### src/rtl/core/palette_pixel_unpack_map_top_defines.svh
// assertion helpers shared by the front, job queue and back end files
`ifndef PALETTE_PIXEL_UNPACK_MAP_TOP_DEFINES_SVH
`define PALETTE_PIXEL_UNPACK_MAP_TOP_DEFINES_SVH

`ifndef ASSERT_OFF
`define PPUM_ASSERT(name, clk, rst_n, prop) \
  name: assert property (@(posedge clk) disable iff (!rst_n) prop) \
    else $error("ppum assertion failed");
`define PPUM_ASSERT_NEVER(name, clk, rst_n, cond) \
  name: assert property (@(posedge clk) disable iff (!rst_n) !(cond)) \
    else $error("ppum condition must never hold");
`else
`define PPUM_ASSERT(name, clk, rst_n, prop)
`define PPUM_ASSERT_NEVER(name, clk, rst_n, cond)
`endif

`endif

### src/rtl/core/ppum_pkg.sv
`timescale 1ns / 1ps
package ppum_pkg;

  localparam int PALETTE_ENTRIES = 256;
  localparam int WIDTH_BITS      = 16;

  localparam int PAL_AW     = $clog2(PALETTE_ENTRIES);
  localparam int ENTRY_W    = 32;
  localparam int ROW_W      = 16;
  localparam int CFG_DATA_W = 16;
  localparam int CFG_ADDR_W = 3;
  localparam int PIX_CNT_W  = 4;
  localparam int JOBQ_DEPTH = 2;
  localparam int JOBQ_AW    = $clog2(JOBQ_DEPTH);

  localparam logic [8:0] PAL_LIMIT    = 9'(PALETTE_ENTRIES);
  localparam logic [7:0] ALPHA_OPAQUE = 8'hFF;
  localparam logic [7:0] SLOT_EMPTY   = 8'hFF;
  localparam logic [2:0] MAP_NONE     = 3'd4;

  typedef enum logic [1:0] {
    MODE_START = 2'd0,
    MODE_PAL   = 2'd1,
    MODE_PIXEL = 2'd2
  } ppum_mode_e;

  typedef enum logic [CFG_ADDR_W-1:0] {
    CFG_BIT_DEPTH = 3'd0,
    CFG_ROW_WIDTH = 3'd1,
    CFG_MAP_RED   = 3'd2,
    CFG_MAP_GREEN = 3'd3,
    CFG_MAP_BLUE  = 3'd4,
    CFG_MAP_ALPHA = 3'd5,
    CFG_OPT_ALPHA = 3'd6
  } ppum_cfg_idx_e;

  typedef struct packed {
    logic [1:0]       bit_depth;
    logic [ROW_W-1:0] row_width;
    logic [2:0]       map_red;
    logic [2:0]       map_green;
    logic [2:0]       map_blue;
    logic [2:0]       map_alpha;
    logic             optional_alpha;
  } ppum_cfg_t;

  // one packed byte as handed from the front to the back
  typedef struct packed {
    logic [7:0]           packed_byte;
    logic [PIX_CNT_W-1:0] pix_cnt;
    logic                 end_row;
    logic [2:0]           count;
    logic                 keep_alpha;
  } ppum_job_t;

  typedef struct packed {
    logic q_valid;
    logic q_full;
    logic back_busy;
  } ppum_stat_t;

endpackage

### src/rtl/core/ppum_jobq.sv
`timescale 1ns / 1ps
`include "palette_pixel_unpack_map_top_defines.svh"
module ppum_jobq (
  input  logic                clk_i,
  input  logic                rst_ni,
  input  logic                push_i,
  input  ppum_pkg::ppum_job_t job_i,
  input  logic                pop_i,
  output ppum_pkg::ppum_job_t job_o,
  output logic                valid_o,
  output logic                full_o
);
  import ppum_pkg::*;

  ppum_job_t           slot_q [JOBQ_DEPTH];
  logic [JOBQ_AW-1:0]  wr_ptr_q, rd_ptr_q;
  logic [JOBQ_AW:0]    cnt_q, cnt_d;

  assign valid_o = cnt_q != '0;
  assign full_o  = cnt_q == (JOBQ_AW+1)'(JOBQ_DEPTH);
  assign job_o   = slot_q[rd_ptr_q];

  always_comb begin
    cnt_d = cnt_q;
    if (push_i && !(pop_i && valid_o)) begin
      cnt_d = cnt_q + 1'b1;
    end else if (!push_i && pop_i && valid_o) begin
      cnt_d = cnt_q - 1'b1;
    end
  end

  always_ff @(posedge clk_i or negedge rst_ni) begin
    if (!rst_ni) begin
      wr_ptr_q <= '0;
      rd_ptr_q <= '0;
      cnt_q    <= '0;
    end else begin
      cnt_q <= cnt_d;
      if (push_i) begin
        wr_ptr_q <= wr_ptr_q + 1'b1;
      end
      if (pop_i && valid_o) begin
        rd_ptr_q <= rd_ptr_q + 1'b1;
      end
    end
  end

  always_ff @(posedge clk_i) begin
    if (push_i) begin
      slot_q[wr_ptr_q] <= job_i;
    end
  end

  `PPUM_ASSERT(a_no_overflow, clk_i, rst_ni, push_i |-> !full_o)

endmodule

### config.mk
export PLATFORM = sky130hd
export DESIGN_NAME = ppum_jobq
export DESIGN_NICKNAME = d
export VERILOG_FILES = /design/src/rtl/core/ppum_pkg.sv /design/src/rtl/core/ppum_jobq.sv
export VERILOG_INCLUDE_DIRS = /design/src /design/src/rtl/core
export SDC_FILE = /design/constraint.sdc
export NUM_CORES = 1
export LEC_CHECK = 0
export BUFFER_PORTS_ARGS = -buffer_cell sky130_fd_sc_hd__buf_2
export CAP_MARGIN = 10
export CORE_ASPECT_RATIO = 0.9
export CORE_MARGIN = 1
export CORE_UTILIZATION = 35
export DETAILED_ROUTE_END_ITERATION = 8
export PLACE_DENSITY = 0.67
export SLEW_MARGIN = 20
export SYNTH_ARGS = -nofsm -noshare
export SYNTH_HDL_FRONTEND = slang
export SYNTH_SLANG_ARGS = --single-unit
### constraint.sdc
create_clock -name clk_i -period 1.7 [get_ports clk_i]
set_input_delay 0.34 -clock clk_i [delete_from_list [all_inputs] [get_ports clk_i]]
set_output_delay 0.34 -clock clk_i [all_outputs]
set_load 0.05 [all_outputs]
==> results_dict.tcl <==
set metrics [dict create \
    status "finished, violations left" \
    violations "design-rule violations, negative setup slack" \
    synth_compound_area_share_pct 0.676 \
    start_util_pct 36.4 \
    synth_top_family_by_area "multiplexers" \
    max_cap_viol_count 0 \
    setup_viol 12 \
    dpl_cell_area_um2 1740 \
    synth-edff-count 34 \
    crit_slowest_cell "dfrtp_2" \
    grt_pass1_vias 842 \
    hold_start "job_i[5]" \
    die-area_um2 4500 \
    syn_nets 94 \
    synth_top_area_cell "edfxtp_1" \
    rr_worst_depth 2 \
    drv_slew 0 \
    vias 794 \
    fmax_ghz 0.580 \
    synth_xor_area_share_pct 1.77 \
    die_w_um 70.6 \
    synth.distinct_cells 18 \
    async_flop_share_pct 10.5 \
    dp.cells 161 \
    ys_seq_area_share_pct 75.7 \
    grt_pass1_wl_mm 3.91 \
    gp_congestion 0.644 \
    drc_errors 6 \
    worst_slack_ps -25.3 \
    peakVddDrop_mv 0.774 \
    r2r_end "slot_q[1][6]" \
    fin_hold_ws_ps 243 \
    routed_wl_mm 2.36 \
    regToRegSetupSlack_ps 610 \
    finClkSkew_ps 1.14 \
    power.density_nw_per_um2 1940 \
    grt_overflow_total 0 \
    cts_buffer_depth 2 \
    fp.dieH_um 63.7 \
    synthMuxAreaShare_pct 15.9 \
    p_leak_nw 0.808 \
    drtPass1Iterations 6 \
    synth_area_um2 1480 \
    ys.flop_type "edfxtp_1" \
    hold_class "primary input to register" \
    rsz0062_at_grt "true" \
    clock-sinks 38 \
    via_per_inst 4.62 \
    synthTopCellsByCount "34 x edfxtp_1, 9 x mux2_4, 8 x mux2_2" \
    postLayoutCellArea_um2 2000 \
    cp_cell_sequence "clkbuf_16 -> mux2_4 -> buf_6" \
    hpwl_mm 1.55 \
    syn-instance-count 73 \
    wl_per_cell_um 13.7 \
    antenna_found_initial 0 \
    path_clk_slew_ps 70 \
    post-route-period-util_pct 101 \
    crit_required_ps 1360 \
    synthAdderAreaFrac_pct 0 \
    diodes 0 \
    avgSynthCellArea_um2 20.3 \
    synth_top_cell_area_share_pct 68.9 \
    critPathCaptureType "output port" \
    slew_headroom_pct 83.9 \
    final-instance-count-excl-fill 172 \
    path_class "register to output port" \
    yosysMostFrequentCell "edfxtp_1" \
    yosysWarnings 0 \
    arrival_ps 1390 \
    rows 22 \
    nFillCells 345 \
    htreeDepth 2 \
    r2r_start "wr_ptr_q" \
    cts_tree "built" \
    whs_endpoint "slot_q[1][5]" \
    final_hold_viol_count 0 \
    final_core_utilization_pct 49.1 \
    cts-root-buf "clkbuf_8" \
    pin_count 40 \
    synth_simple_gate_area_share_pct 3.63 \
    clk_latency_ps 280 \
    ys_seq_elements 38 \
    min_delay_path_depth 1 \
    nets 144 \
    pre_cts_ws_ps 212 \
    worst_slew_pin_slew_ps 242 \
    grt_max_degree 18 \
    start_kind "register" \
    cts_buffers 5 \
    antenna_left 0 \
    final.min_clock_period_ps 1730 \
    numPortBuffers 39 \
    synthToLayoutAreaGrowth_pct 35.1 \
    track_usage_pct 12.1 \
    ys_top_cells_by_area "edfxtp_1 69%, mux2_4 9.1%, dfrtp_1 6.8%" \
    max_stage_delay_ps 460 \
    cp_max_fo 8 \
    drt_iter0_markers 45 \
    core_area_um2 4070 \
    drive_above_1_share_pct 58.1 \
]
==> area by class of cell <==
| cell class | count | area [um2] | share of cell area (%) |
|---|---|---|---|
| clock buffers | 5 | 68.8 | 3.44 |
| clock inverters | 3 | 40.0 | 2.00 |
| inverters | 1 | 3.75 | 0.188 |
| multi-input cells | 32 | 328 | 16.4 |
| flip-flops and latches | 38 | 1120 | 56.1 |
| well taps | 48 | 60.1 | 3.00 |
| repair buffers | 45 | 379 | 18.9 |
==> sequential cells by signal, summed over array words and instances, names as in the netlist <==
signal and flops:
slot_q 34, cnt_q 2, rd_ptr_q 1, wr_ptr_q 1
==> worst max-delay path, delay by kind of cell, from the launching register on <==
kind | cells | cell delay (ps)
DFF | 1 | 460
buffers and inverters | 2 | 340
muxes | 1 | 300
==> power breakdown <==
group / total [mW] / internal [mW] / switching, mW
clock network: 0.727 / 0.431 / 0.296
registers: 1.34 / 1.25 / 0.0940
logic: 1.82 / 0.767 / 1.06
total: 3.89 / 2.45 / 1.45
==> through the flow <==
step	setup TNS (ps)	power [mW]
finish	-185	3.89
CTS	-483	3.95
global placement	0	2.84
floorplan	0	2.59
detailed placement	0	2.87
global route	-769	4.06
==> routing by layer <==
layer	GRT usage [%]	wire [um]	part of all wire, %
met5	0	0	0
met4	7.50	14	0.59
met3	4.64	148	6.3
met2	20.4	1230	52
met1	12.9	972	41
==> cell families (layout without fill, tap and decap cells) <==
kind of cell | after synthesis | in the layout
DFF | 38 | 38
buffers and inverters | 3 | 54
xor gates and xnor gates | 3 | 3
and+or+nand+nor | 9 | 9
muxes | 18 | 18
AOI/OAI and AO/OA | 2 | 2
==> how the worst max path moves through the flow <==
stage / endpoint / startpoint / cells after the start
2_1_floorplan: slot_q[0][0] / wr_ptr_q / 1
5_1_grt: job_o[13] / rd_ptr_q / 3
3_3_place_gp: job_o[1] / rd_ptr_q / 3
6_report: job_o[7] / rd_ptr_q / 3
3_5_place_dp: job_o[8] / rd_ptr_q / 3
4_1_cts: job_o[8] / rd_ptr_q / 3
==> layout by cell type, fill, tap and decap left out <==
cell and n:
edfxtp_1 34, buf_2 22, buf_6 17, mux2_4 9, mux2_2 8, clkbuf_8 5
dfrtp_1 3, buf_4 3, nand2_1 2, xor2_1 2, a21oi_1 2, clkinv_2 2
or2_1 1, nor2b_1 1, and2_1 1, nor2b_2 1, mux2i_1 1, xnor2_1 1
nand2b_1 1, inv_1 1, and4_2 1, nor3_1 1, bufinv_16 1, clkbuf_16 1
dlygate4sd3_1 1, buf_12 1, dfrtp_2 1
==> repair_timing <==
item                                    4_1_cts  5_1_grt
endpoints found under the setup margin       17       17
endpoints found under the hold margin         4        0
hold buffers                                  1        0
gates cloned                                  1        0
gates resized for setup                      36        1
setup buffers                                 1        0
Power figures use the tool's default switching activity.
