## config.mk

```make
export PLATFORM = sky130hd
export DESIGN_NAME = ppum_front_flat
export DESIGN_NICKNAME = d
export VERILOG_FILES = /design/src/rtl/core/ppum_pkg.sv /design/src/rtl/core/ppum_if.sv /design/src/rtl/core/ppum_front.sv /design/src/flat_wrapper.sv
export VERILOG_INCLUDE_DIRS = /design/src /design/src/rtl/core
export SDC_FILE = /design/constraint.sdc
export NUM_CORES = 1
export LEC_CHECK = 0
export BUFFER_PORTS_ARGS = -buffer_cell sky130_fd_sc_hd__clkbuf_2
export CAP_MARGIN = 20
export CORE_ASPECT_RATIO = 1.25
export CORE_MARGIN = 5
export CORE_UTILIZATION = 47
export DETAILED_ROUTE_END_ITERATION = 10
export PLACE_DENSITY = 0.85
export RECOVER_POWER = 100
export REMOVE_ABC_BUFFERS = 1
export SYNTH_ARGS = -nofsm -noshare
export SYNTH_HDL_FRONTEND = slang
export SYNTH_SLANG_ARGS = --single-unit
```

## constraint.sdc

```tcl
create_clock -name clk_i -period 8.98 [get_ports clk_i]
set_clock_uncertainty 0.1 [all_clocks]
set_input_delay 2.245 -clock clk_i [delete_from_list [all_inputs] [get_ports clk_i]]
set_output_delay 2.245 -clock clk_i [all_outputs]
set_load 0.02 [all_outputs]
```

## src/rtl/core/palette_pixel_unpack_map_top_defines.svh

```systemverilog
// assertion helpers shared by the front, job queue and back end files
`ifndef PALETTE_PIXEL_UNPACK_MAP_TOP_DEFINES_SVH
`define PALETTE_PIXEL_UNPACK_MAP_TOP_DEFINES_SVH

`ifndef ASSERT_OFF
`define PPUM_ASSERT(name, clk, rst_n, prop) \
  name: assert property (@(posedge clk) disable iff (!rst_n) prop) \
    else $error("ppum assertion failed");
`define PPUM_ASSERT_NEVER(name, clk, rst_n, cond) \
  name: assert property (@(posedge clk) disable iff (!rst_n) !(cond)) \
    else $error("ppum condition must never hold");
`else
`define PPUM_ASSERT(name, clk, rst_n, prop)
`define PPUM_ASSERT_NEVER(name, clk, rst_n, cond)
`endif

`endif

```

## src/rtl/core/ppum_pkg.sv

```systemverilog
`timescale 1ns / 1ps
package ppum_pkg;

  localparam int PALETTE_ENTRIES = 256;
  localparam int WIDTH_BITS      = 16;

  localparam int PAL_AW     = $clog2(PALETTE_ENTRIES);
  localparam int ENTRY_W    = 32;
  localparam int ROW_W      = 16;
  localparam int CFG_DATA_W = 16;
  localparam int CFG_ADDR_W = 3;
  localparam int PIX_CNT_W  = 4;
  localparam int JOBQ_DEPTH = 2;
  localparam int JOBQ_AW    = $clog2(JOBQ_DEPTH);

  localparam logic [8:0] PAL_LIMIT    = 9'(PALETTE_ENTRIES);
  localparam logic [7:0] ALPHA_OPAQUE = 8'hFF;
  localparam logic [7:0] SLOT_EMPTY   = 8'hFF;
  localparam logic [2:0] MAP_NONE     = 3'd4;

  typedef enum logic [1:0] {
    MODE_START = 2'd0,
    MODE_PAL   = 2'd1,
    MODE_PIXEL = 2'd2
  } ppum_mode_e;

  typedef enum logic [CFG_ADDR_W-1:0] {
    CFG_BIT_DEPTH = 3'd0,
    CFG_ROW_WIDTH = 3'd1,
    CFG_MAP_RED   = 3'd2,
    CFG_MAP_GREEN = 3'd3,
    CFG_MAP_BLUE  = 3'd4,
    CFG_MAP_ALPHA = 3'd5,
    CFG_OPT_ALPHA = 3'd6
  } ppum_cfg_idx_e;

  typedef struct packed {
    logic [1:0]       bit_depth;
    logic [ROW_W-1:0] row_width;
    logic [2:0]       map_red;
    logic [2:0]       map_green;
    logic [2:0]       map_blue;
    logic [2:0]       map_alpha;
    logic             optional_alpha;
  } ppum_cfg_t;

  // one packed byte as handed from the front to the back
  typedef struct packed {
    logic [7:0]           packed_byte;
    logic [PIX_CNT_W-1:0] pix_cnt;
    logic                 end_row;
    logic [2:0]           count;
    logic                 keep_alpha;
  } ppum_job_t;

  typedef struct packed {
    logic q_valid;
    logic q_full;
    logic back_busy;
  } ppum_stat_t;

endpackage

```

## src/rtl/core/ppum_if.sv

```systemverilog
`timescale 1ns / 1ps
interface ppum_in_if;
  logic       valid;
  logic       ready;
  logic [1:0] mode;
  logic [7:0] palette_index;
  logic [7:0] palette_red;
  logic [7:0] palette_green;
  logic [7:0] palette_blue;
  logic [7:0] palette_alpha;
  logic [7:0] packed_byte;

  modport source (output valid, mode, palette_index, palette_red, palette_green,
                  palette_blue, palette_alpha, packed_byte, input ready);
  modport sink   (input valid, mode, palette_index, palette_red, palette_green,
                  palette_blue, palette_alpha, packed_byte, output ready);
endinterface


```

## src/rtl/core/ppum_front.sv

```systemverilog
`timescale 1ns / 1ps
`include "palette_pixel_unpack_map_top_defines.svh"
module ppum_front (
  input  logic                              clk_i,
  input  logic                              rst_ni,
  ppum_in_if.sink                           in_i,
  input  ppum_pkg::ppum_cfg_t               cfg_i,
  input  ppum_pkg::ppum_stat_t              stat_i,
  output logic                              push_o,
  output ppum_pkg::ppum_job_t               job_o,
  output logic                              pal_we_o,
  output logic [ppum_pkg::PAL_AW-1:0]       pal_waddr_o,
  output logic [ppum_pkg::ENTRY_W-1:0]      pal_wdata_o
);
  import ppum_pkg::*;

  logic [WIDTH_BITS-1:0] col_q, col_d;
  logic                  transl_q, transl_d;
  logic                  accept;
  logic                  pal_in_range;
  logic [WIDTH_BITS-1:0] width_eff;
  logic [WIDTH_BITS-1:0] remaining;
  logic [PIX_CNT_W-1:0]  per_byte;
  logic [PIX_CNT_W-1:0]  pix_cnt;
  logic                  end_row;
  logic [2:0]            map_cnt;
  logic                  keep_alpha;

  always_comb begin
    case (in_i.mode)
      MODE_PAL:   in_i.ready = !stat_i.q_valid && !stat_i.back_busy;
      MODE_PIXEL: in_i.ready = !stat_i.q_full;
      default:    in_i.ready = 1'b1;
    endcase
  end

  assign accept       = in_i.valid && in_i.ready;
  assign pal_in_range = {1'b0, in_i.palette_index} < PAL_LIMIT;

  // pixels this byte gives, limited by what the row still needs
  always_comb begin
    width_eff = WIDTH_BITS'(cfg_i.row_width);
    if (width_eff == '0) begin
      width_eff = WIDTH_BITS'(1);
    end
    remaining = (col_q < width_eff) ? (width_eff - col_q) : WIDTH_BITS'(1);
    per_byte  = PIX_CNT_W'(8) >> cfg_i.bit_depth;
    pix_cnt   = (remaining < WIDTH_BITS'(per_byte)) ? remaining[PIX_CNT_W-1:0] : per_byte;
    end_row   = remaining == WIDTH_BITS'(pix_cnt);
  end

  always_comb begin
    map_cnt = 3'((cfg_i.map_red < MAP_NONE)) + 3'((cfg_i.map_green < MAP_NONE))
            + 3'((cfg_i.map_blue < MAP_NONE)) + 3'((cfg_i.map_alpha < MAP_NONE));
    keep_alpha = !(cfg_i.optional_alpha && (map_cnt > 3'd1) && !transl_q);
    if (!keep_alpha) begin
      map_cnt = map_cnt - 3'd1;
    end
  end

  always_comb begin
    col_d    = col_q;
    transl_d = transl_q;
    if (accept) begin
      case (in_i.mode)
        MODE_START: begin
          col_d    = '0;
          transl_d = 1'b0;
        end
        MODE_PAL: begin
          if (pal_in_range && (in_i.palette_alpha != ALPHA_OPAQUE)) begin
            transl_d = 1'b1;
          end
        end
        MODE_PIXEL: begin
          col_d = end_row ? '0 : col_q + WIDTH_BITS'(pix_cnt);
        end
        default: ;
      endcase
    end
  end

  always_ff @(posedge clk_i or negedge rst_ni) begin
    if (!rst_ni) begin
      col_q    <= '0;
      transl_q <= 1'b0;
    end else begin
      col_q    <= col_d;
      transl_q <= transl_d;
    end
  end

  assign push_o            = accept && (in_i.mode == MODE_PIXEL);
  assign job_o.packed_byte = in_i.packed_byte;
  assign job_o.pix_cnt     = pix_cnt;
  assign job_o.end_row     = end_row;
  assign job_o.count       = map_cnt;
  assign job_o.keep_alpha  = keep_alpha;

  assign pal_we_o    = accept && (in_i.mode == MODE_PAL) && pal_in_range;
  assign pal_waddr_o = in_i.palette_index[PAL_AW-1:0];
  assign pal_wdata_o = {in_i.palette_red, in_i.palette_green, in_i.palette_blue,
                        in_i.palette_alpha};

  // a palette write must never overtake pixels still waiting for their lookup
  `PPUM_ASSERT(a_pal_write_drained, clk_i, rst_ni, pal_we_o |-> (!stat_i.q_valid && !stat_i.back_busy))

endmodule

```

## src/flat_wrapper.sv

```systemverilog
// flat-port wrapper written by rule: the top's interface ports become plain ports
module ppum_front_flat import ppum_pkg::*;
  (clk_i, rst_ni, cfg_i, stat_i, push_o, job_o, pal_we_o, pal_waddr_o, pal_wdata_o, in_i_valid, in_i_mode, in_i_palette_index, in_i_palette_red, in_i_palette_green, in_i_palette_blue, in_i_palette_alpha, in_i_packed_byte, in_i_ready);
  ppum_in_if in_i_i ();
  input  logic clk_i;
  input  logic rst_ni;
  input  ppum_pkg::ppum_cfg_t cfg_i;
  input  ppum_pkg::ppum_stat_t stat_i;
  output logic push_o;
  output ppum_pkg::ppum_job_t job_o;
  output logic pal_we_o;
  output logic [ppum_pkg::PAL_AW-1:0] pal_waddr_o;
  output logic [ppum_pkg::ENTRY_W-1:0] pal_wdata_o;
  input wire logic [$bits(in_i_i.valid)-1:0] in_i_valid;
  input wire logic [$bits(in_i_i.mode)-1:0] in_i_mode;
  input wire logic [$bits(in_i_i.palette_index)-1:0] in_i_palette_index;
  input wire logic [$bits(in_i_i.palette_red)-1:0] in_i_palette_red;
  input wire logic [$bits(in_i_i.palette_green)-1:0] in_i_palette_green;
  input wire logic [$bits(in_i_i.palette_blue)-1:0] in_i_palette_blue;
  input wire logic [$bits(in_i_i.palette_alpha)-1:0] in_i_palette_alpha;
  input wire logic [$bits(in_i_i.packed_byte)-1:0] in_i_packed_byte;
  output wire logic [$bits(in_i_i.ready)-1:0] in_i_ready;
  assign in_i_i.valid = in_i_valid;
  assign in_i_i.mode = in_i_mode;
  assign in_i_i.palette_index = in_i_palette_index;
  assign in_i_i.palette_red = in_i_palette_red;
  assign in_i_i.palette_green = in_i_palette_green;
  assign in_i_i.palette_blue = in_i_palette_blue;
  assign in_i_i.palette_alpha = in_i_palette_alpha;
  assign in_i_i.packed_byte = in_i_packed_byte;
  assign in_i_ready = in_i_i.ready;
  ppum_front u_core (.clk_i(clk_i), .rst_ni(rst_ni), .in_i(in_i_i), .cfg_i(cfg_i), .stat_i(stat_i), .push_o(push_o), .job_o(job_o), .pal_we_o(pal_we_o), .pal_waddr_o(pal_waddr_o), .pal_wdata_o(pal_wdata_o));
endmodule
```

==> run metrics <==
leading cell types in the layout, fill and taps excluded=inv_1 (39), clkbuf_2 (38), nand2_1 (33); Worst Setup End Kind=output pin; fmax=116 MHz; clock buffer depth=2; gr usage total=19.9%; Die Y=99.0 um; Synth cell types=slightly above 50; # rows=32; met2 Use GR=30.5%; DIE AREA=8040 um^2; Max-cap violations=1; clock root cell=clkbuf_8; hpwl dp=~7.0 mm; initial antenna violation count=0; CP Launch Type=primary input; Hold Fails Final Rpt=0; ANT nets after route=0; Starting Density=approximately half; setup TNS=0 ns; async set-reset flop share out of synthesis=between 90% and 100%; status=complete, but fails checks; Crit-path slowest cell=o311ai_4; sequential area share after synthesis=14.3%; FF-to-FF setup slack=2.65 ns; ys flop type=dfrtp_1; period utilisation layout=96.0%; Slew @ Worst Pin=2.32 ns; crit-path cells=clkbuf_1, nor4_1, a41oi_1, ha_1, inv_1, fa_1, nand3_1, nand2_1, a21oi_2, o311ai_4, and2_1, nand2b_1, inv_1, ha_1, a21o_1, a221o_1, a21oi_1, nand2_1, mux2i_2, clkbuf_2; YS warnings=0; Hold/Removal Path Class=flop to flop; Nets=506; Reg clk slew, reported paths=about 0.07 ns; Filler Cells Inserted=619; crit path time final=8.62 ns; detailed-route via count=~2700; first drt pass iteration count=4; CTS tree=built; hold_buf cts=0; Req. time, crit path=6.64 ns; Die W=81.2 um; PortBufs=a little under 60; CP Data Arrival Time=~6.3 ns; Mean Syn Cell Area=approximately 7.6 um^2; Area Growth Syn to Fin=-2.35%; total global routing overflow=0; Detailed Route Iter0 Violations=~160; final setup violation count=0; DR WL/cell=17.6 um; Min Hold Slack=~0.42 ns; Static Leak=1.45 nW; RSZ-0062 raised after global routing=no; most common cell after layout, fill and taps aside=inv_1; Worst slew margin=-54.4%; Max Transition Viols Final=29; M1 GR Usage=between 20% and 30%; design area=2910 um^2; FF+latch area=425 um^2; failing checks=max-capacitance violations, max-slew violations; area of the multi-input gates=1900 um^2; H-tree depth=1; Worst VDD drop=about 110 uV; clk_lat worst skew=roughly 0.25 ns; I/O pin count=147; Global Route met3 Usage=approximately 14%; number of synthesized flops with an enable pin=0; WL final=8.26 mm; vias in the first global route=2529; CP peak stage delay=0.37 ns; Post-DP Area=2900 um^2; RePlAce Congestion=0.939; synthesized area=2980 um^2; global-route wire length before repair=12.5 mm; critical path class=primary input to output pin; layout cells sized above 1=15.4%; vias per std cell=about 5.7; Critical Path Fanout Max=4; Synth Instances=391; Synth Register Bits=17; Post-route DRC=0; CTS buffer count=3; pwr dens=180 nW/um^2; largest net degree at the start of global routing=29; CORE AREA=6170 um^2; Clock Sinks=17; GR peak layer=met2; Ant. Diodes=0
==> report_power, final <==
| part | internal, mW | switching (mW) | total, mW |
|---|---|---|---|
| Clock | 0.0315 | 0.0256 | 0.0571 |
| Sequential | 0.0893 | 0.0124 | 0.102 |
| Combinational | 0.148 | 0.218 | 0.365 |
==> area by class of cell <==
cell class	instances	share of cell area [%]
tap	85	3.66
sequential	17	14.6
timing repair buffer	61	9.77
inverter	39	5.03
multi-input combinational	262	65.4
clock buffer	4	1.55
==> through the flow <==
step	instances	power (mW)	worst slack (ns)	util, %
final	468	0.524	0.357	47.2
after global routing	468	0.576	0.0348	47.2
after CTS	468	0.526	0.310	47.8
after detailed placement	464	0.466	0.333	47.1
after global placement	464	0.453	0.358	47.1
after floorplan	318	0.370	0.821	-
==> worst paths after layout <==
| path | cells past startpoint | end | start |
|---|---|---|---|
| setup / recovery | 20 | job_o[7] | cfg_i[25] |
| hold / removal | 1 | u_core.col_q[13]$_DFFE_PN0P_ | u_core.col_q[13]$_DFFE_PN0P_ |
| setup reg to reg | 26 | u_core.col_q[13]$_DFFE_PN0P_ | u_core.col_q[11]$_DFFE_PN0P_ |
| hold reg to reg | 1 | u_core.col_q[13]$_DFFE_PN0P_ | u_core.col_q[13]$_DFFE_PN0P_ |
| max in group asynchronous | 1 | u_core.col_q[3]$_DFFE_PN0P_ | rst_ni |
| min in group asynchronous | 1 | u_core.col_q[14]$_DFFE_PN0P_ | rst_ni |
==> cells by family (layout without fill, tap and decap cells) <==
family,after synthesis,after routing,synth area share (%)
simple gates,116,116,22.3
buf+inv,112,104,21.6
compound gates,91,91,20.2
fa+ha+maj,35,35,15.5
flops,17,17,14.3
xor+xnor,12,12,3.53
mux,8,8,2.69
==> sequential cells by signal, summed over array words and instances, names as in the netlist <==
register,count
u_core.col_q,16
u_core.transl_q,1
==> cell usage after synthesis, types with 4 or more instances <==
cell       n  share of area (%)
and3_1    13                2.7
buf_4     52                 13
ha_1      32                 13
nor2b_1    4               0.84
a21o_1    13                3.3
o21a_1     4                1.0
nand3_1   10                1.7
xnor2_1    4                1.2
clkbuf_1  15                1.9
o21ai_0   16                2.7
nor2_1    13                1.6
nor3b_2    9                3.8
o21ai_1    7                1.2
nand2_1   33                4.2
a21oi_1   25                4.2
xor2_1     8                2.4
nand2b_1   5                1.1
dfrtp_1   17                 14
nand4_1   11                2.3
inv_1     39                4.9
nor4_1     4               0.84
o22ai_1    5                1.1
mux2i_1    8                2.7
==> metal layers <==
metal / vias up / part of all wire, %
met5: - / 0.51
met4: 2 / 1.7
met3: 14 / 16
met2: 157 / 44
met1: 1219 / 38
li1: 1285 / -
==> timing repair <==
| action | 4_1_cts | 5_1_grt |
|---|---|---|
| setup endpoints to repair | 0 | 1 |
| setup buffers | 0 | 0 |
| resized for setup | 0 | 2 |
==> critical path: cells and delay by family <==
kind | cells | cell delay [ns]
AOI/OAI and AO/OA | 6 | 1.41
and+or+nand+nor | 6 | 1.20
adders and majority gates | 3 | 0.68
buffers and inverters | 4 | 0.45
muxes | 1 | 0.29
Power figures use the tool's default switching activity.
