## src/rtl/core/palette_pixel_unpack_map_top_defines.svh

```systemverilog
// assertion helpers shared by the front, job queue and back end files
`ifndef PALETTE_PIXEL_UNPACK_MAP_TOP_DEFINES_SVH
`define PALETTE_PIXEL_UNPACK_MAP_TOP_DEFINES_SVH

`ifndef ASSERT_OFF
`define PPUM_ASSERT(name, clk, rst_n, prop) \
  name: assert property (@(posedge clk) disable iff (!rst_n) prop) \
    else $error("ppum assertion failed");
`define PPUM_ASSERT_NEVER(name, clk, rst_n, cond) \
  name: assert property (@(posedge clk) disable iff (!rst_n) !(cond)) \
    else $error("ppum condition must never hold");
`else
`define PPUM_ASSERT(name, clk, rst_n, prop)
`define PPUM_ASSERT_NEVER(name, clk, rst_n, cond)
`endif

`endif

```

## src/rtl/core/ppum_pkg.sv

```systemverilog
`timescale 1ns / 1ps
package ppum_pkg;

  localparam int PALETTE_ENTRIES = 256;
  localparam int WIDTH_BITS      = 16;

  localparam int PAL_AW     = $clog2(PALETTE_ENTRIES);
  localparam int ENTRY_W    = 32;
  localparam int ROW_W      = 16;
  localparam int CFG_DATA_W = 16;
  localparam int CFG_ADDR_W = 3;
  localparam int PIX_CNT_W  = 4;
  localparam int JOBQ_DEPTH = 2;
  localparam int JOBQ_AW    = $clog2(JOBQ_DEPTH);

  localparam logic [8:0] PAL_LIMIT    = 9'(PALETTE_ENTRIES);
  localparam logic [7:0] ALPHA_OPAQUE = 8'hFF;
  localparam logic [7:0] SLOT_EMPTY   = 8'hFF;
  localparam logic [2:0] MAP_NONE     = 3'd4;

  typedef enum logic [1:0] {
    MODE_START = 2'd0,
    MODE_PAL   = 2'd1,
    MODE_PIXEL = 2'd2
  } ppum_mode_e;

  typedef enum logic [CFG_ADDR_W-1:0] {
    CFG_BIT_DEPTH = 3'd0,
    CFG_ROW_WIDTH = 3'd1,
    CFG_MAP_RED   = 3'd2,
    CFG_MAP_GREEN = 3'd3,
    CFG_MAP_BLUE  = 3'd4,
    CFG_MAP_ALPHA = 3'd5,
    CFG_OPT_ALPHA = 3'd6
  } ppum_cfg_idx_e;

  typedef struct packed {
    logic [1:0]       bit_depth;
    logic [ROW_W-1:0] row_width;
    logic [2:0]       map_red;
    logic [2:0]       map_green;
    logic [2:0]       map_blue;
    logic [2:0]       map_alpha;
    logic             optional_alpha;
  } ppum_cfg_t;

  // one packed byte as handed from the front to the back
  typedef struct packed {
    logic [7:0]           packed_byte;
    logic [PIX_CNT_W-1:0] pix_cnt;
    logic                 end_row;
    logic [2:0]           count;
    logic                 keep_alpha;
  } ppum_job_t;

  typedef struct packed {
    logic q_valid;
    logic q_full;
    logic back_busy;
  } ppum_stat_t;

endpackage

```

## src/rtl/core/ppum_if.sv

```systemverilog


interface ppum_out_if;
  logic       valid;
  logic       ready;
  logic [7:0] slot_zero;
  logic [7:0] slot_one;
  logic [7:0] slot_two;
  logic [7:0] slot_three;
  logic [2:0] channel_count;
  logic       row_end;
  logic       last;

  modport source (output valid, slot_zero, slot_one, slot_two, slot_three,
                  channel_count, row_end, last, input ready);
  modport sink   (input valid, slot_zero, slot_one, slot_two, slot_three,
                  channel_count, row_end, last, output ready);
endinterface


```

## src/rtl/core/ppum_back.sv

```systemverilog
`timescale 1ns / 1ps
`include "palette_pixel_unpack_map_top_defines.svh"
module ppum_back (
  input  logic                          clk_i,
  input  logic                          rst_ni,
  input  ppum_pkg::ppum_cfg_t           cfg_i,
  input  ppum_pkg::ppum_job_t           job_i,
  input  logic                          job_valid_i,
  output logic                          pop_o,
  output logic                          busy_o,
  output logic                          pal_re_o,
  output logic [ppum_pkg::PAL_AW-1:0]   pal_raddr_o,
  input  logic [ppum_pkg::ENTRY_W-1:0]  pal_rdata_i,
  ppum_out_if.source                    out_o
);
  import ppum_pkg::*;

  // current byte being walked
  logic                 job_valid_q, job_valid_d;
  logic [7:0]           sh_q, sh_d;
  logic [PIX_CNT_W-1:0] rem_q, rem_d;
  logic                 end_row_q;
  logic [2:0]           count_q;
  logic                 keep_q;

  // lookup stage, palette data arrives here
  logic                 b_valid_q, b_valid_d;
  logic                 b_last_q, b_row_end_q, b_keep_q, b_oob_q;
  logic [2:0]           b_count_q;

  // output register
  logic                 out_valid_q, out_valid_d;
  logic [7:0]           out_slot_q [4];
  logic [2:0]           out_count_q;
  logic                 out_row_end_q, out_last_q;

  logic                 b_adv, issue, take, last_pix;
  logic [7:0]           idx;
  logic [ENTRY_W-1:0]   entry;
  logic [7:0]           slot [4];

  assign b_adv    = b_valid_q && (!out_valid_q || out_o.ready);
  assign issue    = job_valid_q && (!b_valid_q || b_adv);
  assign last_pix = rem_q == PIX_CNT_W'(1);
  assign take     = job_valid_i && (!job_valid_q || (issue && last_pix));
  assign pop_o    = take;
  assign busy_o   = job_valid_q;

  // msb-first index extraction, the byte is shifted as pixels go out
  always_comb begin
    case (cfg_i.bit_depth)
      2'd0:    begin idx = {7'b0, sh_q[7]};   sh_d = sh_q << 1; end
      2'd1:    begin idx = {6'b0, sh_q[7:6]}; sh_d = sh_q << 2; end
      2'd2:    begin idx = {4'b0, sh_q[7:4]}; sh_d = sh_q << 4; end
      default: begin idx = sh_q;              sh_d = '0;        end
    endcase
  end

  assign pal_re_o    = issue;
  assign pal_raddr_o = idx[PAL_AW-1:0];

  always_comb begin
    job_valid_d = job_valid_q;
    rem_d       = rem_q;
    if (issue) begin
      rem_d = rem_q - 1'b1;
      if (last_pix) begin
        job_valid_d = 1'b0;
      end
    end
    if (take) begin
      job_valid_d = 1'b1;
      rem_d       = job_i.pix_cnt;
    end
  end

  always_comb begin
    b_valid_d = b_valid_q;
    if (b_adv) begin
      b_valid_d = 1'b0;
    end
    if (issue) begin
      b_valid_d = 1'b1;
    end
    out_valid_d = out_valid_q;
    if (out_o.ready) begin
      out_valid_d = 1'b0;
    end
    if (b_adv) begin
      out_valid_d = 1'b1;
    end
  end

  // channel mapping, later channels win a shared slot
  always_comb begin
    entry = b_oob_q ? '0 : pal_rdata_i;
    for (int s = 0; s < 4; s++) begin
      slot[s] = SLOT_EMPTY;
    end
    if (cfg_i.map_red < MAP_NONE) begin
      slot[cfg_i.map_red[1:0]] = entry[31:24];
    end
    if (cfg_i.map_green < MAP_NONE) begin
      slot[cfg_i.map_green[1:0]] = entry[23:16];
    end
    if (cfg_i.map_blue < MAP_NONE) begin
      slot[cfg_i.map_blue[1:0]] = entry[15:8];
    end
    if (b_keep_q && (cfg_i.map_alpha < MAP_NONE)) begin
      slot[cfg_i.map_alpha[1:0]] = entry[7:0];
    end
  end

  always_ff @(posedge clk_i or negedge rst_ni) begin
    if (!rst_ni) begin
      job_valid_q <= 1'b0;
      rem_q       <= '0;
      b_valid_q   <= 1'b0;
      out_valid_q <= 1'b0;
    end else begin
      job_valid_q <= job_valid_d;
      rem_q       <= rem_d;
      b_valid_q   <= b_valid_d;
      out_valid_q <= out_valid_d;
    end
  end

  always_ff @(posedge clk_i) begin
    if (take) begin
      sh_q      <= job_i.packed_byte;
      end_row_q <= job_i.end_row;
      count_q   <= job_i.count;
      keep_q    <= job_i.keep_alpha;
    end else if (issue) begin
      sh_q <= sh_d;
    end
    if (issue) begin
      b_last_q    <= last_pix;
      b_row_end_q <= last_pix && end_row_q;
      b_count_q   <= count_q;
      b_keep_q    <= keep_q;
      b_oob_q     <= {1'b0, idx} >= PAL_LIMIT;
    end
    if (b_adv) begin
      for (int s = 0; s < 4; s++) begin
        out_slot_q[s] <= slot[s];
      end
      out_count_q   <= b_count_q;
      out_row_end_q <= b_row_end_q;
      out_last_q    <= b_last_q;
    end
  end

  assign out_o.valid         = out_valid_q;
  assign out_o.slot_zero     = out_slot_q[0];
  assign out_o.slot_one      = out_slot_q[1];
  assign out_o.slot_two      = out_slot_q[2];
  assign out_o.slot_three    = out_slot_q[3];
  assign out_o.channel_count = out_count_q;
  assign out_o.row_end       = out_row_end_q;
  assign out_o.last          = out_last_q;

  `PPUM_ASSERT(a_row_end_on_last, clk_i, rst_ni, (out_valid_q && out_row_end_q) |-> out_last_q)
  `PPUM_ASSERT(a_lookup_held, clk_i, rst_ni, (b_valid_q && !b_adv) |=> b_valid_q)
  `PPUM_ASSERT_NEVER(a_empty_job, clk_i, rst_ni, job_valid_q && (rem_q == '0))

endmodule

```

## src/flat_wrapper.sv

```systemverilog
// flat-port wrapper written by rule: the top's interface ports become plain ports
module ppum_back_flat import ppum_pkg::*;
  (clk_i, rst_ni, cfg_i, job_i, job_valid_i, pop_o, busy_o, pal_re_o, pal_raddr_o, pal_rdata_i, out_o_valid, out_o_slot_zero, out_o_slot_one, out_o_slot_two, out_o_slot_three, out_o_channel_count, out_o_row_end, out_o_last, out_o_ready);
  ppum_out_if out_o_i ();
  input  logic clk_i;
  input  logic rst_ni;
  input  ppum_pkg::ppum_cfg_t cfg_i;
  input  ppum_pkg::ppum_job_t job_i;
  input  logic job_valid_i;
  output logic pop_o;
  output logic busy_o;
  output logic pal_re_o;
  output logic [ppum_pkg::PAL_AW-1:0] pal_raddr_o;
  input  logic [ppum_pkg::ENTRY_W-1:0] pal_rdata_i;
  output wire logic [$bits(out_o_i.valid)-1:0] out_o_valid;
  output wire logic [$bits(out_o_i.slot_zero)-1:0] out_o_slot_zero;
  output wire logic [$bits(out_o_i.slot_one)-1:0] out_o_slot_one;
  output wire logic [$bits(out_o_i.slot_two)-1:0] out_o_slot_two;
  output wire logic [$bits(out_o_i.slot_three)-1:0] out_o_slot_three;
  output wire logic [$bits(out_o_i.channel_count)-1:0] out_o_channel_count;
  output wire logic [$bits(out_o_i.row_end)-1:0] out_o_row_end;
  output wire logic [$bits(out_o_i.last)-1:0] out_o_last;
  input wire logic [$bits(out_o_i.ready)-1:0] out_o_ready;
  assign out_o_valid = out_o_i.valid;
  assign out_o_slot_zero = out_o_i.slot_zero;
  assign out_o_slot_one = out_o_i.slot_one;
  assign out_o_slot_two = out_o_i.slot_two;
  assign out_o_slot_three = out_o_i.slot_three;
  assign out_o_channel_count = out_o_i.channel_count;
  assign out_o_row_end = out_o_i.row_end;
  assign out_o_last = out_o_i.last;
  assign out_o_i.ready = out_o_ready;
  ppum_back u_core (.clk_i(clk_i), .rst_ni(rst_ni), .cfg_i(cfg_i), .job_i(job_i), .job_valid_i(job_valid_i), .pop_o(pop_o), .busy_o(busy_o), .pal_re_o(pal_re_o), .pal_raddr_o(pal_raddr_o), .pal_rdata_i(pal_rdata_i), .out_o(out_o_i));
endmodule
```

## config.mk

```make
export PLATFORM = sky130hd
export DESIGN_NAME = ppum_back_flat
export DESIGN_NICKNAME = d
export VERILOG_FILES = /design/src/rtl/core/ppum_pkg.sv /design/src/rtl/core/ppum_if.sv /design/src/rtl/core/ppum_back.sv /design/src/flat_wrapper.sv
export VERILOG_INCLUDE_DIRS = /design/src /design/src/rtl/core
export SDC_FILE = /design/constraint.sdc
export NUM_CORES = 1
export LEC_CHECK = 0
export BUFFER_PORTS_ARGS = -buffer_cell sky130_fd_sc_hd__clkbuf_2
export CORE_MARGIN = 4
export CORE_UTILIZATION = 53
export CTS_CLUSTER_DIAMETER = 150
export CTS_CLUSTER_SIZE = 8
export DETAILED_ROUTE_END_ITERATION = 10
export GPL_ROUTABILITY_DRIVEN = 0
export PLACE_DENSITY = 0.9
export RECOVER_POWER = 25
export SLEW_MARGIN = 20
export SYNTH_ARGS = -nofsm -noshare
export SYNTH_HDL_FRONTEND = slang
export SYNTH_SLANG_ARGS = --single-unit
export TNS_END_PERCENT = 20
```

## constraint.sdc

```tcl
create_clock -name clk_i -period 4.9 [get_ports clk_i]
set_input_delay 0.49 -clock clk_i [delete_from_list [all_inputs] [get_ports clk_i]]
set_output_delay 0.49 -clock clk_i [all_outputs]
set_load 0.02 [all_outputs]
```

==> impl_metrics.xml, run 1 <==
<?xml version="1.0" encoding="UTF-8"?>
<metrics>
  <group name="status">
    <metric name="outcome" unit="">complete, no violations</metric>
  </group>
  <group name="floorplanning">
    <metric name="start_util" unit="%">55.4</metric>
    <metric name="design.core.area" unit="um2">6420</metric>
    <metric name="std_cell_rows" unit="">29</metric>
    <metric name="design.die.area" unit="um2">8080</metric>
    <metric name="die_x" unit="um">89.9</metric>
    <metric name="pin_count" unit="">133</metric>
    <metric name="die_h" unit="um">89.9</metric>
  </group>
  <group name="logic_synthesis">
    <metric name="dominantRegCellSynth" unit="">sky130_fd_sc_hd__edfxtp_1</metric>
    <metric name="synthArstFlopShare" unit="%">11.1</metric>
    <metric name="synth-seq-area-share" unit="%">52.2</metric>
    <metric name="synth.top_cells.by_area" unit="">sky130_fd_sc_hd__edfxtp_1 47%, sky130_fd_sc_hd__o211ai_1 6.8%, sky130_fd_sc_hd__a31oi_1 5.6%</metric>
    <metric name="edff_count_synth" unit="">56</metric>
    <metric name="yosys.area.top_type" unit="">sky130_fd_sc_hd__edfxtp_1</metric>
    <metric name="postSynthAreaPerCell" unit="um2">10.3</metric>
    <metric name="post_synth_num_cell_types" unit="">37</metric>
    <metric name="yosysWarnings" unit="">0</metric>
    <metric name="postSynthRegisterBits" unit="">63</metric>
    <metric name="synth_largest_type_area_fraction" unit="%">47.3</metric>
    <metric name="syn_area" unit="um2">3560</metric>
    <metric name="synth_nets" unit="">432</metric>
    <metric name="synthCells" unit="">346</metric>
  </group>
  <group name="place">
    <metric name="numPortBuffers" unit="">115</metric>
    <metric name="dp_hpwl" unit="um">7200</metric>
    <metric name="placedCellCount" unit="">511</metric>
  </group>
  <group name="sta">
    <metric name="post-route-period-util" unit="%">58.4</metric>
    <metric name="final_max_slew_violation_count" unit="">0</metric>
    <metric name="setup_tns" unit="ns">0</metric>
    <metric name="fmaxAchievable" unit="MHz">350</metric>
    <metric name="slew_headroom" unit="%">18.3</metric>
    <metric name="rsz0062_at_grt" unit="">false</metric>
    <metric name="finalSetupViolations" unit="">0</metric>
    <metric name="timing.final.hold_violations" unit="">0</metric>
    <metric name="finClkSkew" unit="ns">0.0140</metric>
    <metric name="finalWorstPathRequiredPeriod" unit="ns">2.86</metric>
    <metric name="max_slew.worst_pin.slew" unit="ns">1.22</metric>
  </group>
  <group name="grt">
    <metric name="gr-usage-met2" unit="%">39.5</metric>
    <metric name="globalRouteTotalUtil" unit="%">23.8</metric>
    <metric name="grt_pass1_vias" unit="">3151</metric>
    <metric name="use_met1" unit="%">28.5</metric>
    <metric name="grt_busiest_layer" unit="">met2</metric>
    <metric name="grt.met3_usage" unit="%">6.84</metric>
    <metric name="antenna_violations_before_repair" unit="">0</metric>
    <metric name="first_pass_grt_wire_length" unit="um">15300</metric>
    <metric name="globalRoute.totalOverflow" unit="">0</metric>
    <metric name="grt_max_degree" unit="">38</metric>
  </group>
  <group name="route">
    <metric name="drtPass1Iterations" unit="">7</metric>
    <metric name="route.vias.total" unit="">3260</metric>
    <metric name="drt-vias-per-instance" unit="">6.17</metric>
    <metric name="drc" unit="">0</metric>
    <metric name="routed_wirelength" unit="um">9860</metric>
    <metric name="first_iter_violations" unit="">282</metric>
    <metric name="detail-route-antenna-nets" unit="">0</metric>
    <metric name="wire_length_per_cell" unit="um">18.7</metric>
  </group>
  <group name="hold_path">
    <metric name="min-delay-path-class" unit="">input pin to flip-flop</metric>
  </group>
  <group name="cts">
    <metric name="cts.clk_slew.worst_paths" unit="ns">0.08</metric>
    <metric name="number_of_buffers_added_by_the_clock_tree_synthesis_step" unit="">9</metric>
    <metric name="clock-root-buffer" unit="">sky130_fd_sc_hd__clkbuf_8</metric>
    <metric name="clock_tree.htree_level_count" unit="">3</metric>
    <metric name="clk_path_buf_depth" unit="">2</metric>
    <metric name="worst_skew_pair.late_latency" unit="ns">0.35</metric>
    <metric name="cts_tree" unit="">done</metric>
    <metric name="cts_num_sinks" unit="">63</metric>
    <metric name="post_cts_sizing_count" unit="">0</metric>
  </group>
  <group name="worst_setup_path">
    <metric name="critPathKind" unit="">flip-flop to primary output</metric>
    <metric name="crit_path_end_kind" unit="">primary output</metric>
    <metric name="arrival" unit="ns">2.37</metric>
    <metric name="maximum_fanout_along_the_worst_path" unit="">13</metric>
    <metric name="regToRegSetupSlack" unit="ns">2.68</metric>
    <metric name="startpoint_type_of_the_worst_setup_path" unit="">flip-flop</metric>
    <metric name="required_arrival_time_at_the_worst_endpoint" unit="ns">4.41</metric>
  </group>
  <group name="finish">
    <metric name="finish.net_count" unit="">532</metric>
    <metric name="num_antenna_cells" unit="">0</metric>
    <metric name="fin_cells" unit="">528</metric>
    <metric name="area.growth.synth_to_final" unit="%">20.0</metric>
    <metric name="most_frequent_standard_cell_in_the_layout_excluding_fill_and_tap_cells" unit="">sky130_fd_sc_hd__clkbuf_2</metric>
    <metric name="layout_common_cells" unit="">93 x sky130_fd_sc_hd__clkbuf_2, 56 x sky130_fd_sc_hd__edfxtp_1, 44 x sky130_fd_sc_hd__nor2_1</metric>
    <metric name="layout-drive-gt1-share" unit="%">27.9</metric>
  </group>
  <group name="flow_run">
    <metric name="drv.max_cap_violation_count" unit="">0</metric>
  </group>
  <group name="power">
    <metric name="cellPowerDensity" unit="nW/um2">371</metric>
    <metric name="leakage" unit="nW">1.62</metric>
    <metric name="max-vdd-ir-drop" unit="mV">0.219</metric>
  </group>
</metrics>
per-stage QoR:
step | total power [mW] | cell area (um2) | hold slack (ns) | util [%] | setup WS, ns
finish | 1.58 | 4270 | 0.319 | 66.4 | 2.04
global route | 1.65 | 4270 | 0.296 | 66.4 | 1.89
CTS | 1.59 | 4300 | 0.306 | 66.9 | 2.25
detailed placement | 1.15 | 4090 | 0.330 | 63.7 | 2.62
global placement | 1.11 | 4090 | 0.330 | 63.7 | 2.69
floorplan | 1.00 | 3560 | 0.194 | - | 2.99
routing by layer:
metal	wire, um	vias up
met2	4710	228
met5	0	-
met1	3700	1484
met4	456	0
met3	991	46
li1	-	1502
Yosys cell counts, types with 2 or more instances:
master,n
sky130_fd_sc_hd__and2_1,4
sky130_fd_sc_hd__nand3b_1,7
sky130_fd_sc_hd__nor3_1,2
sky130_fd_sc_hd__xnor2_1,3
sky130_fd_sc_hd__a21oi_1,2
sky130_fd_sc_hd__or3_1,2
sky130_fd_sc_hd__and3_1,5
sky130_fd_sc_hd__mux2i_1,10
sky130_fd_sc_hd__nor2_1,44
sky130_fd_sc_hd__nand4bb_1,2
sky130_fd_sc_hd__o211ai_1,32
sky130_fd_sc_hd__or3b_1,2
sky130_fd_sc_hd__dfrtp_1,7
sky130_fd_sc_hd__clkbuf_1,14
sky130_fd_sc_hd__mux2_2,11
sky130_fd_sc_hd__nor3b_2,2
sky130_fd_sc_hd__nand2b_1,4
sky130_fd_sc_hd__nand3_1,34
sky130_fd_sc_hd__buf_2,4
sky130_fd_sc_hd__nor2b_1,4
sky130_fd_sc_hd__buf_6,4
sky130_fd_sc_hd__ha_1,2
sky130_fd_sc_hd__inv_1,4
sky130_fd_sc_hd__edfxtp_1,56
sky130_fd_sc_hd__a31oi_1,32
sky130_fd_sc_hd__o21ai_0,4
sky130_fd_sc_hd__clkbuf_2,2
sky130_fd_sc_hd__buf_1,4
sky130_fd_sc_hd__nand2_1,35
path summary, 6_finish.rpt:
kind	to	from	depth (start not counted)
worst min-delay path	u_core.count_q[2]	job_i[3]	1
max in group asynchronous	u_core.b_valid_q	rst_ni	2
worst min register to register	u_core.out_o.channel_count[1]	u_core.b_count_q[1]	0
min in group asynchronous	u_core.busy_o	rst_ni	2
worst max-delay path	pop_o	u_core.rem_q[1]	7
worst max register to register	u_core.sh_q[5]	u_core.rem_q[1]	6
flip-flops by register name, summed over array words and instances (netlist names):
name	flops
u_core.b_row_end_q	1
u_core.rem_q	4
u_core.b_count_q	3
u_core.out_o.valid	1
u_core.sh_q	8
u_core.count_q	3
u_core.b_last_q	1
u_core.b_keep_q	1
u_core.keep_q	1
u_core.out_o.row_end	1
u_core.end_row_q	1
u_core.out_slot_q	32
u_core.out_o.channel_count	3
u_core.out_o.last	1
u_core.b_valid_q	1
u_core.busy_o	1
critical path, cell delays in order, from the launching register on:
cell                       delay (ns)
sky130_fd_sc_hd__dfrtp_1         0.38
sky130_fd_sc_hd__inv_1           0.11
sky130_fd_sc_hd__ha_1            0.17
sky130_fd_sc_hd__nor3b_1         0.40
sky130_fd_sc_hd__a21bo_2         0.24
sky130_fd_sc_hd__nand2_2         0.21
sky130_fd_sc_hd__inv_1           0.28
sky130_fd_sc_hd__clkbuf_2        0.22
report_power, final:
part | switching (mW) | internal, mW
Clock | 0.214 | 0.234
Combinational | 0.235 | 0.156
Sequential | 0.0523 | 0.691
area by class of cell:
cell class | instances | area [um2]
clock inverter | 7 | 71.3
inverter | 4 | 15.0
tap | 77 | 96.3
clock buffer | 9 | 124
sequential | 63 | 1860
fill | 510 | 2160
timing repair buffer | 117 | 566
multi-input combinational | 251 | 1540
kinds of logic (layout without fill, tap and decap cells):
group,count (synthesis),in the layout,synth area share (%)
AO/OA/AOI/OAI,71,71,13.5
XOR/XNOR,3,3,0.739
adder cells (fa/ha/maj),2,2,0.704
buffers and inverters,32,137,4.43
flip-flops,63,63,52.2
multiplexers,22,22,6.93
AND/OR/NAND/NOR,153,153,21.5
timing repair:
item	in CTS	in global routing
hold endpoints to repair	7	0
hold buffers	1	0
buffers inserted	0	0
Note: power is estimated with default switching activity, not from simulation.
==> inputs of run 2 (changes only) <==
CORE_UTILIZATION = 45   (was 53)
PLACE_DENSITY = 0.82   (was 0.9)
clock period = 2.5 ns   (was 4.9 ns; I/O delays follow)
==> run 2 against run 1 <==
Compared with the run above:
- sequential share of layout area shrank 0.064 points
- flip-flop and latch count did not move
- critical path depth is the same
- final cell count increased by 4.9%
- register-to-register slack lost 2.1 ns
- die area rose by 16%
- first-iteration DRC count grew 2.5%
- clock skew shrank 0.0080 ns
- highest routed layer unchanged
==> impl_metrics.xml, run 2 (synthesis gave the netlist of run 1 again) <==
<?xml version="1.0" encoding="UTF-8"?>
<metrics>
  <group name="place">
    <metric name="numPortBuffers" unit="">115</metric>
    <metric name="placement.cell_area" unit="um2">4130</metric>
    <metric name="dp_hpwl" unit="um">6930</metric>
  </group>
  <group name="finish">
    <metric name="max_flop_register" unit="">u_core.out_slot_q</metric>
    <metric name="area.growth.synth_to_final" unit="%">20.1</metric>
    <metric name="num_antenna_cells" unit="">0</metric>
    <metric name="most_frequent_standard_cell_in_the_layout_excluding_fill_and_tap_cells" unit="">sky130_fd_sc_hd__clkbuf_2</metric>
    <metric name="finish.net_count" unit="">533</metric>
    <metric name="largest_register_ffs" unit="">32</metric>
    <metric name="layout-drive-gt1-share" unit="%">27.7</metric>
    <metric name="top_flop_regs" unit="">u_core.out_slot_q (32), u_core.sh_q (8), u_core.rem_q (4)</metric>
    <metric name="final_design_area_no_fill" unit="um2">4270</metric>
    <metric name="layout_common_cells" unit="">93 x sky130_fd_sc_hd__clkbuf_2, 56 x sky130_fd_sc_hd__edfxtp_1, 44 x sky130_fd_sc_hd__nor2_1</metric>
    <metric name="fillCellCount" unit="">699</metric>
  </group>
  <group name="cts">
    <metric name="worst_skew_pair.late_latency" unit="ns">0.34</metric>
    <metric name="number_of_buffers_added_by_the_clock_tree_synthesis_step" unit="">9</metric>
    <metric name="post_cts_sizing_count" unit="">0</metric>
    <metric name="post-cts-setup-buffer-count" unit="">0</metric>
    <metric name="clock_tree.htree_level_count" unit="">3</metric>
    <metric name="cts.clk_slew.worst_paths" unit="ns">0.06</metric>
    <metric name="clk_path_buf_depth" unit="">2</metric>
    <metric name="cts_num_sinks" unit="">63</metric>
    <metric name="clock-root-buffer" unit="">sky130_fd_sc_hd__clkbuf_8</metric>
    <metric name="cts_tree" unit="">done</metric>
  </group>
  <group name="sta">
    <metric name="setup_tns" unit="ns">0</metric>
    <metric name="finalWorstPathRequiredPeriod" unit="ns">2.33</metric>
    <metric name="final_max_slew_violation_count" unit="">0</metric>
    <metric name="timing.final.hold_violations" unit="">0</metric>
    <metric name="finClkSkew" unit="ns">0.00605</metric>
    <metric name="rsz0062_at_grt" unit="">false</metric>
    <metric name="fmaxAchievable" unit="MHz">429</metric>
    <metric name="slew_headroom" unit="%">46.5</metric>
    <metric name="hold-worst-slack" unit="ns">0.103</metric>
    <metric name="post-route-period-util" unit="%">93.3</metric>
    <metric name="max_slew.worst_pin.slew" unit="ns">0.798</metric>
    <metric name="finalSetupViolations" unit="">0</metric>
  </group>
  <group name="flow_run">
    <metric name="drv.max_cap_violation_count" unit="">0</metric>
  </group>
  <group name="grt">
    <metric name="grt_pass1_vias" unit="">3059</metric>
    <metric name="first_pass_grt_wire_length" unit="um">14900</metric>
    <metric name="globalRoute.totalOverflow" unit="">0</metric>
    <metric name="antenna_violations_before_repair" unit="">0</metric>
    <metric name="globalRouteTotalUtil" unit="%">20.0</metric>
    <metric name="grt_max_degree" unit="">38</metric>
  </group>
  <group name="route">
    <metric name="routed_wirelength" unit="um">9650</metric>
    <metric name="detail-route-antenna-nets" unit="">0</metric>
    <metric name="route.vias.total" unit="">3238</metric>
    <metric name="first_iter_violations" unit="">289</metric>
    <metric name="drc" unit="">0</metric>
    <metric name="drt-vias-per-instance" unit="">5.84</metric>
    <metric name="drtPass1Iterations" unit="">5</metric>
    <metric name="wire_length_per_cell" unit="um">17.4</metric>
  </group>
  <group name="worst_setup_path">
    <metric name="arrival" unit="ns">2.08</metric>
    <metric name="crit_path_end_kind" unit="">primary output</metric>
    <metric name="required_arrival_time_at_the_worst_endpoint" unit="ns">2.25</metric>
    <metric name="r2r_start" unit="">u_core.rem_q[1]</metric>
    <metric name="maximum_fanout_along_the_worst_path" unit="">13</metric>
    <metric name="startpoint_type_of_the_worst_setup_path" unit="">flip-flop</metric>
    <metric name="startpoint_of_the_most_critical_setup_path" unit="">u_core.rem_q[1]</metric>
    <metric name="critPathKind" unit="">flip-flop to primary output</metric>
  </group>
  <group name="floorplanning">
    <metric name="design.core.area" unit="um2">7690</metric>
    <metric name="die_x" unit="um">96.9</metric>
    <metric name="die_h" unit="um">96.9</metric>
    <metric name="pin_count" unit="">133</metric>
    <metric name="start_util" unit="%">46.3</metric>
    <metric name="std_cell_rows" unit="">32</metric>
    <metric name="design.die.area" unit="um2">9390</metric>
  </group>
  <group name="hold_path">
    <metric name="worstHoldStart" unit="">job_i[4]</metric>
    <metric name="min-delay-path-class" unit="">input pin to flip-flop</metric>
  </group>
  <group name="power">
    <metric name="cellPowerDensity" unit="nW/um2">686</metric>
    <metric name="leakage" unit="nW">1.62</metric>
    <metric name="max-vdd-ir-drop" unit="mV">0.271</metric>
  </group>
  <group name="status">
    <metric name="outcome" unit="">complete, no violations</metric>
  </group>
</metrics>
run 2: layout make-up:
class,count,area (um2),share of cell area (%)
flip-flops and latches,63,1860,43.5
multi-input cells,251,1540,36.1
repair buffers,118,573,13.4
clock buffers,11,131,3.08
well taps,102,128,2.99
clock inverters,5,26.3,0.615
inverters,4,15.0,0.351
run 2: layer usage:
metal  vias up  global-route usage (%)  wire length (um)
li1       1505                       -                 -
met1      1481                    25.5              3740
met2       218                    31.4              4610
met3        34                    4.90               913
met4         0                    11.0               382
met5         -                       0                 0
run 2: critical path: stages (launching register included):
cell and delay (ns):
sky130_fd_sc_hd__dfrtp_1 0.39, sky130_fd_sc_hd__inv_1 0.11, sky130_fd_sc_hd__ha_1 0.15, sky130_fd_sc_hd__nor3b_2 0.23, sky130_fd_sc_hd__a21bo_2 0.20, sky130_fd_sc_hd__nand2_2 0.20
sky130_fd_sc_hd__inv_1 0.26, sky130_fd_sc_hd__clkbuf_2 0.22
run 2: what timing repair did:
item	CTS	global route
endpoints found under the setup margin	0	0
hold buffers	1	0
endpoints found under the hold margin	7	0
run 2: worst paths after layout:
kind,to,cells past startpoint,slack (ns)
min,u_core.end_row_q,1,0.10
max reg2reg,u_core.sh_q[7],6,0.54
min reg2reg,u_core.out_o.channel_count[2],0,0.42
min in group asynchronous,u_core.rem_q[0],2,0.34
max,pop_o,7,0.17
max in group asynchronous,u_core.rem_q[2],2,1.88
run 2: metrics by stage:
stage          setup slack [ns]  total power, mW  util [%]  cells
2_1_floorplan             0.622             1.97         -    346
3_3_place_gp              0.605             2.19      53.7    537
3_5_place_dp              0.559             2.22      53.7    537
4_1_cts                   0.177             2.95      55.9    554
5_1_grt                  0.0443             3.09      55.6    554
6_report                  0.167             2.93      55.6    554
run 2: where the power goes:
part | switching, mW | total [mW] | internal, mW | leakage (nW)
combinational | 0.443 | 0.748 | 0.305 | 0.948
sequential | 0.103 | 1.46 | 1.36 | 0.590
clock | 0.372 | 0.723 | 0.351 | 0.0805
==> inputs of run 3 (changes only) <==
CELL_PAD_IN_SITES_DETAIL_PLACEMENT = 0   (was default)
CELL_PAD_IN_SITES_GLOBAL_PLACEMENT = 1   (was default)
CORE_UTILIZATION = 33   (was 45)
HOLD_SLACK_MARGIN = 0.15   (was default)
PLACE_DENSITY = 0.81   (was 0.82)
clock period = 1.9 ns   (was 2.5 ns; I/O delays follow)
==> run 3 against run 2 <==
Compared with the run above:
- core utilization shrank 10 points
- die area grew 33%
- combinational power up 52%
- via count is 0.68% lower
- clock skew increased by 0.00067 ns
==> impl_metrics.xml, run 3 (synthesis gave the netlist of run 1 again) <==
<?xml version="1.0" encoding="UTF-8"?>
<metrics>
  <group name="finish">
    <metric name="layout-drive-gt1-share" unit="%">30.2</metric>
    <metric name="layout_common_cells" unit="">93 x sky130_fd_sc_hd__clkbuf_2, 56 x sky130_fd_sc_hd__edfxtp_1, 44 x sky130_fd_sc_hd__nor2_1</metric>
    <metric name="fin_cells" unit="">622</metric>
    <metric name="largest_register_ffs" unit="">32</metric>
    <metric name="area.growth.synth_to_final" unit="%">33.5</metric>
    <metric name="top_flop_regs" unit="">u_core.out_slot_q (32), u_core.sh_q (8), u_core.rem_q (4)</metric>
    <metric name="num_antenna_cells" unit="">0</metric>
    <metric name="most_frequent_standard_cell_in_the_layout_excluding_fill_and_tap_cells" unit="">sky130_fd_sc_hd__clkbuf_2</metric>
    <metric name="finalCoreUtilization" unit="%">45.6</metric>
    <metric name="max_flop_register" unit="">u_core.out_slot_q</metric>
    <metric name="fillCellCount" unit="">1012</metric>
    <metric name="finish.net_count" unit="">567</metric>
  </group>
  <group name="cts">
    <metric name="cts_num_sinks" unit="">63</metric>
    <metric name="clk_path_buf_depth" unit="">2</metric>
    <metric name="cts.clk_slew.worst_paths" unit="ns">0.07</metric>
    <metric name="cts_tree" unit="">done</metric>
    <metric name="clock-root-buffer" unit="">sky130_fd_sc_hd__clkbuf_8</metric>
    <metric name="worst_skew_pair.late_latency" unit="ns">0.34</metric>
    <metric name="clock_tree.htree_level_count" unit="">3</metric>
    <metric name="number_of_buffers_added_by_the_clock_tree_synthesis_step" unit="">9</metric>
  </group>
  <group name="floorplanning">
    <metric name="die_h" unit="um">112</metric>
    <metric name="start_util" unit="%">34.1</metric>
    <metric name="design.die.area" unit="um2">12500</metric>
    <metric name="die_x" unit="um">112</metric>
    <metric name="design.core.area" unit="um2">10400</metric>
    <metric name="std_cell_rows" unit="">37</metric>
    <metric name="pin_count" unit="">133</metric>
  </group>
  <group name="grt">
    <metric name="globalRouteTotalUtil" unit="%">17.1</metric>
    <metric name="grt_max_degree" unit="">38</metric>
    <metric name="grt_pass1_vias" unit="">3341</metric>
    <metric name="globalRoute.totalOverflow" unit="">0</metric>
    <metric name="antenna_violations_before_repair" unit="">0</metric>
    <metric name="first_pass_grt_wire_length" unit="um">16800</metric>
  </group>
  <group name="power">
    <metric name="max-vdd-ir-drop" unit="mV">0.410</metric>
    <metric name="leakage" unit="nW">1.81</metric>
    <metric name="cellPowerDensity" unit="nW/um2">925</metric>
  </group>
  <group name="flow_run">
    <metric name="drv.max_cap_violation_count" unit="">0</metric>
  </group>
  <group name="sta">
    <metric name="finalSetupViolations" unit="">0</metric>
    <metric name="setup_tns" unit="ns">0</metric>
    <metric name="final_max_slew_violation_count" unit="">0</metric>
    <metric name="hold-worst-slack" unit="ns">0.178</metric>
    <metric name="max_slew.worst_pin.slew" unit="ns">0.567</metric>
    <metric name="slew_headroom" unit="%">62.2</metric>
    <metric name="finalWorstPathRequiredPeriod" unit="ns">1.86</metric>
    <metric name="post-route-period-util" unit="%">97.9</metric>
    <metric name="fmaxAchievable" unit="MHz">537</metric>
    <metric name="finClkSkew" unit="ns">0.00672</metric>
    <metric name="setup_ws" unit="ns">0.0392</metric>
    <metric name="timing.final.hold_violations" unit="">0</metric>
    <metric name="rsz0062_at_grt" unit="">true</metric>
  </group>
  <group name="worst_setup_path">
    <metric name="crit_family" unit="">flip-flops</metric>
    <metric name="maximum_fanout_along_the_worst_path" unit="">6</metric>
    <metric name="critPathKind" unit="">flip-flop to primary output</metric>
    <metric name="timing.critical_path.slowest_cell_delay" unit="ns">0.39</metric>
    <metric name="critPathBufInv" unit="">3</metric>
    <metric name="startpoint_type_of_the_worst_setup_path" unit="">flip-flop</metric>
    <metric name="arrival" unit="ns">1.67</metric>
    <metric name="crit_path_end_kind" unit="">primary output</metric>
    <metric name="cpMaxStageDelayCell" unit="">sky130_fd_sc_hd__dfrtp_1</metric>
    <metric name="worstPathCellList" unit="">inv_2, ha_1, nor3b_4, a21bo_4, nand2_8, inv_6, clkbuf_4</metric>
    <metric name="required_arrival_time_at_the_worst_endpoint" unit="ns">1.71</metric>
  </group>
  <group name="route">
    <metric name="route.vias.total" unit="">3216</metric>
    <metric name="drc" unit="">0</metric>
    <metric name="drt-vias-per-instance" unit="">5.17</metric>
    <metric name="routed_wirelength" unit="um">10500</metric>
    <metric name="wire_length_per_cell" unit="um">16.9</metric>
    <metric name="detail-route-antenna-nets" unit="">0</metric>
    <metric name="drtPass1Iterations" unit="">5</metric>
    <metric name="first_iter_violations" unit="">257</metric>
  </group>
  <group name="place">
    <metric name="numPortBuffers" unit="">115</metric>
    <metric name="dp_hpwl" unit="um">7430</metric>
    <metric name="placedCellCount" unit="">584</metric>
    <metric name="dp_worst_setup_slack" unit="ns">-0.0314</metric>
  </group>
  <group name="hold_path">
    <metric name="min-delay-path-class" unit="">input pin to flip-flop</metric>
  </group>
  <group name="status">
    <metric name="outcome" unit="">complete, no violations</metric>
  </group>
</metrics>
## run 3: worst paths after layout
kind	startpoint	end	slack, ns	cells past startpoint
max reg2reg	u_core.rem_q[1]	u_core.sh_q[7]	0.14	7
max in group asynchronous	rst_ni	u_core.rem_q[3]	1.33	2
min in group asynchronous	rst_ni	u_core.busy_o	0.28	2
min	job_i[9]	u_core.sh_q[0]	0.18	2
min reg2reg	u_core.b_row_end_q	u_core.out_o.row_end	0.43	0
max	u_core.rem_q[1]	pop_o	0.04	7
## run 3: stage by stage
stage / power, mW / cell area (um2)
floorplan: 2.59 / 3560
global placement: 2.94 / 4280
detailed placement: 2.98 / 4280
CTS: 4.42 / 4770
global route: 4.62 / 4750
finish: 4.39 / 4750
## run 3: cell type report
cell class / count / area (um2) / area share, %
Inverter: 4 / 20.0 / 0.422
Clock buffer: 12 / 155 / 3.27
Clock inverter: 4 / 76.3 / 1.61
Multi-Input combinational cell: 251 / 1570 / 33.1
Timing Repair Buffer: 152 / 898 / 18.9
Sequential cell: 63 / 1860 / 39.1
Tap cell: 136 / 170 / 3.58
## run 3: repair_timing
action | CTS | global route
hold endpoints to repair | 25 | 0
hold buffers | 19 | 0
endpoints found under the setup margin | 9 | 10
pin swaps | 2 | 0
setup buffers | 3 | 0
gates resized for setup | 8 | 3
## run 3: power by group
| part | total (mW) | switching (mW) | internal, mW |
|---|---|---|---|
| combinational | 1.14 | 0.629 | 0.508 |
| sequential | 1.92 | 0.135 | 1.78 |
| clock | 1.34 | 0.523 | 0.816 |
| total | 4.39 | 1.29 | 3.10 |
## run 3: per-layer routing
| metal | share of wire (%) | track usage, % |
|---|---|---|
| met1 | 44 | 21.6 |
| met2 | 46 | 26.9 |
| met3 | 6.5 | 3.80 |
| met4 | 3.7 | 9.73 |
| met5 | 0 | 0 |
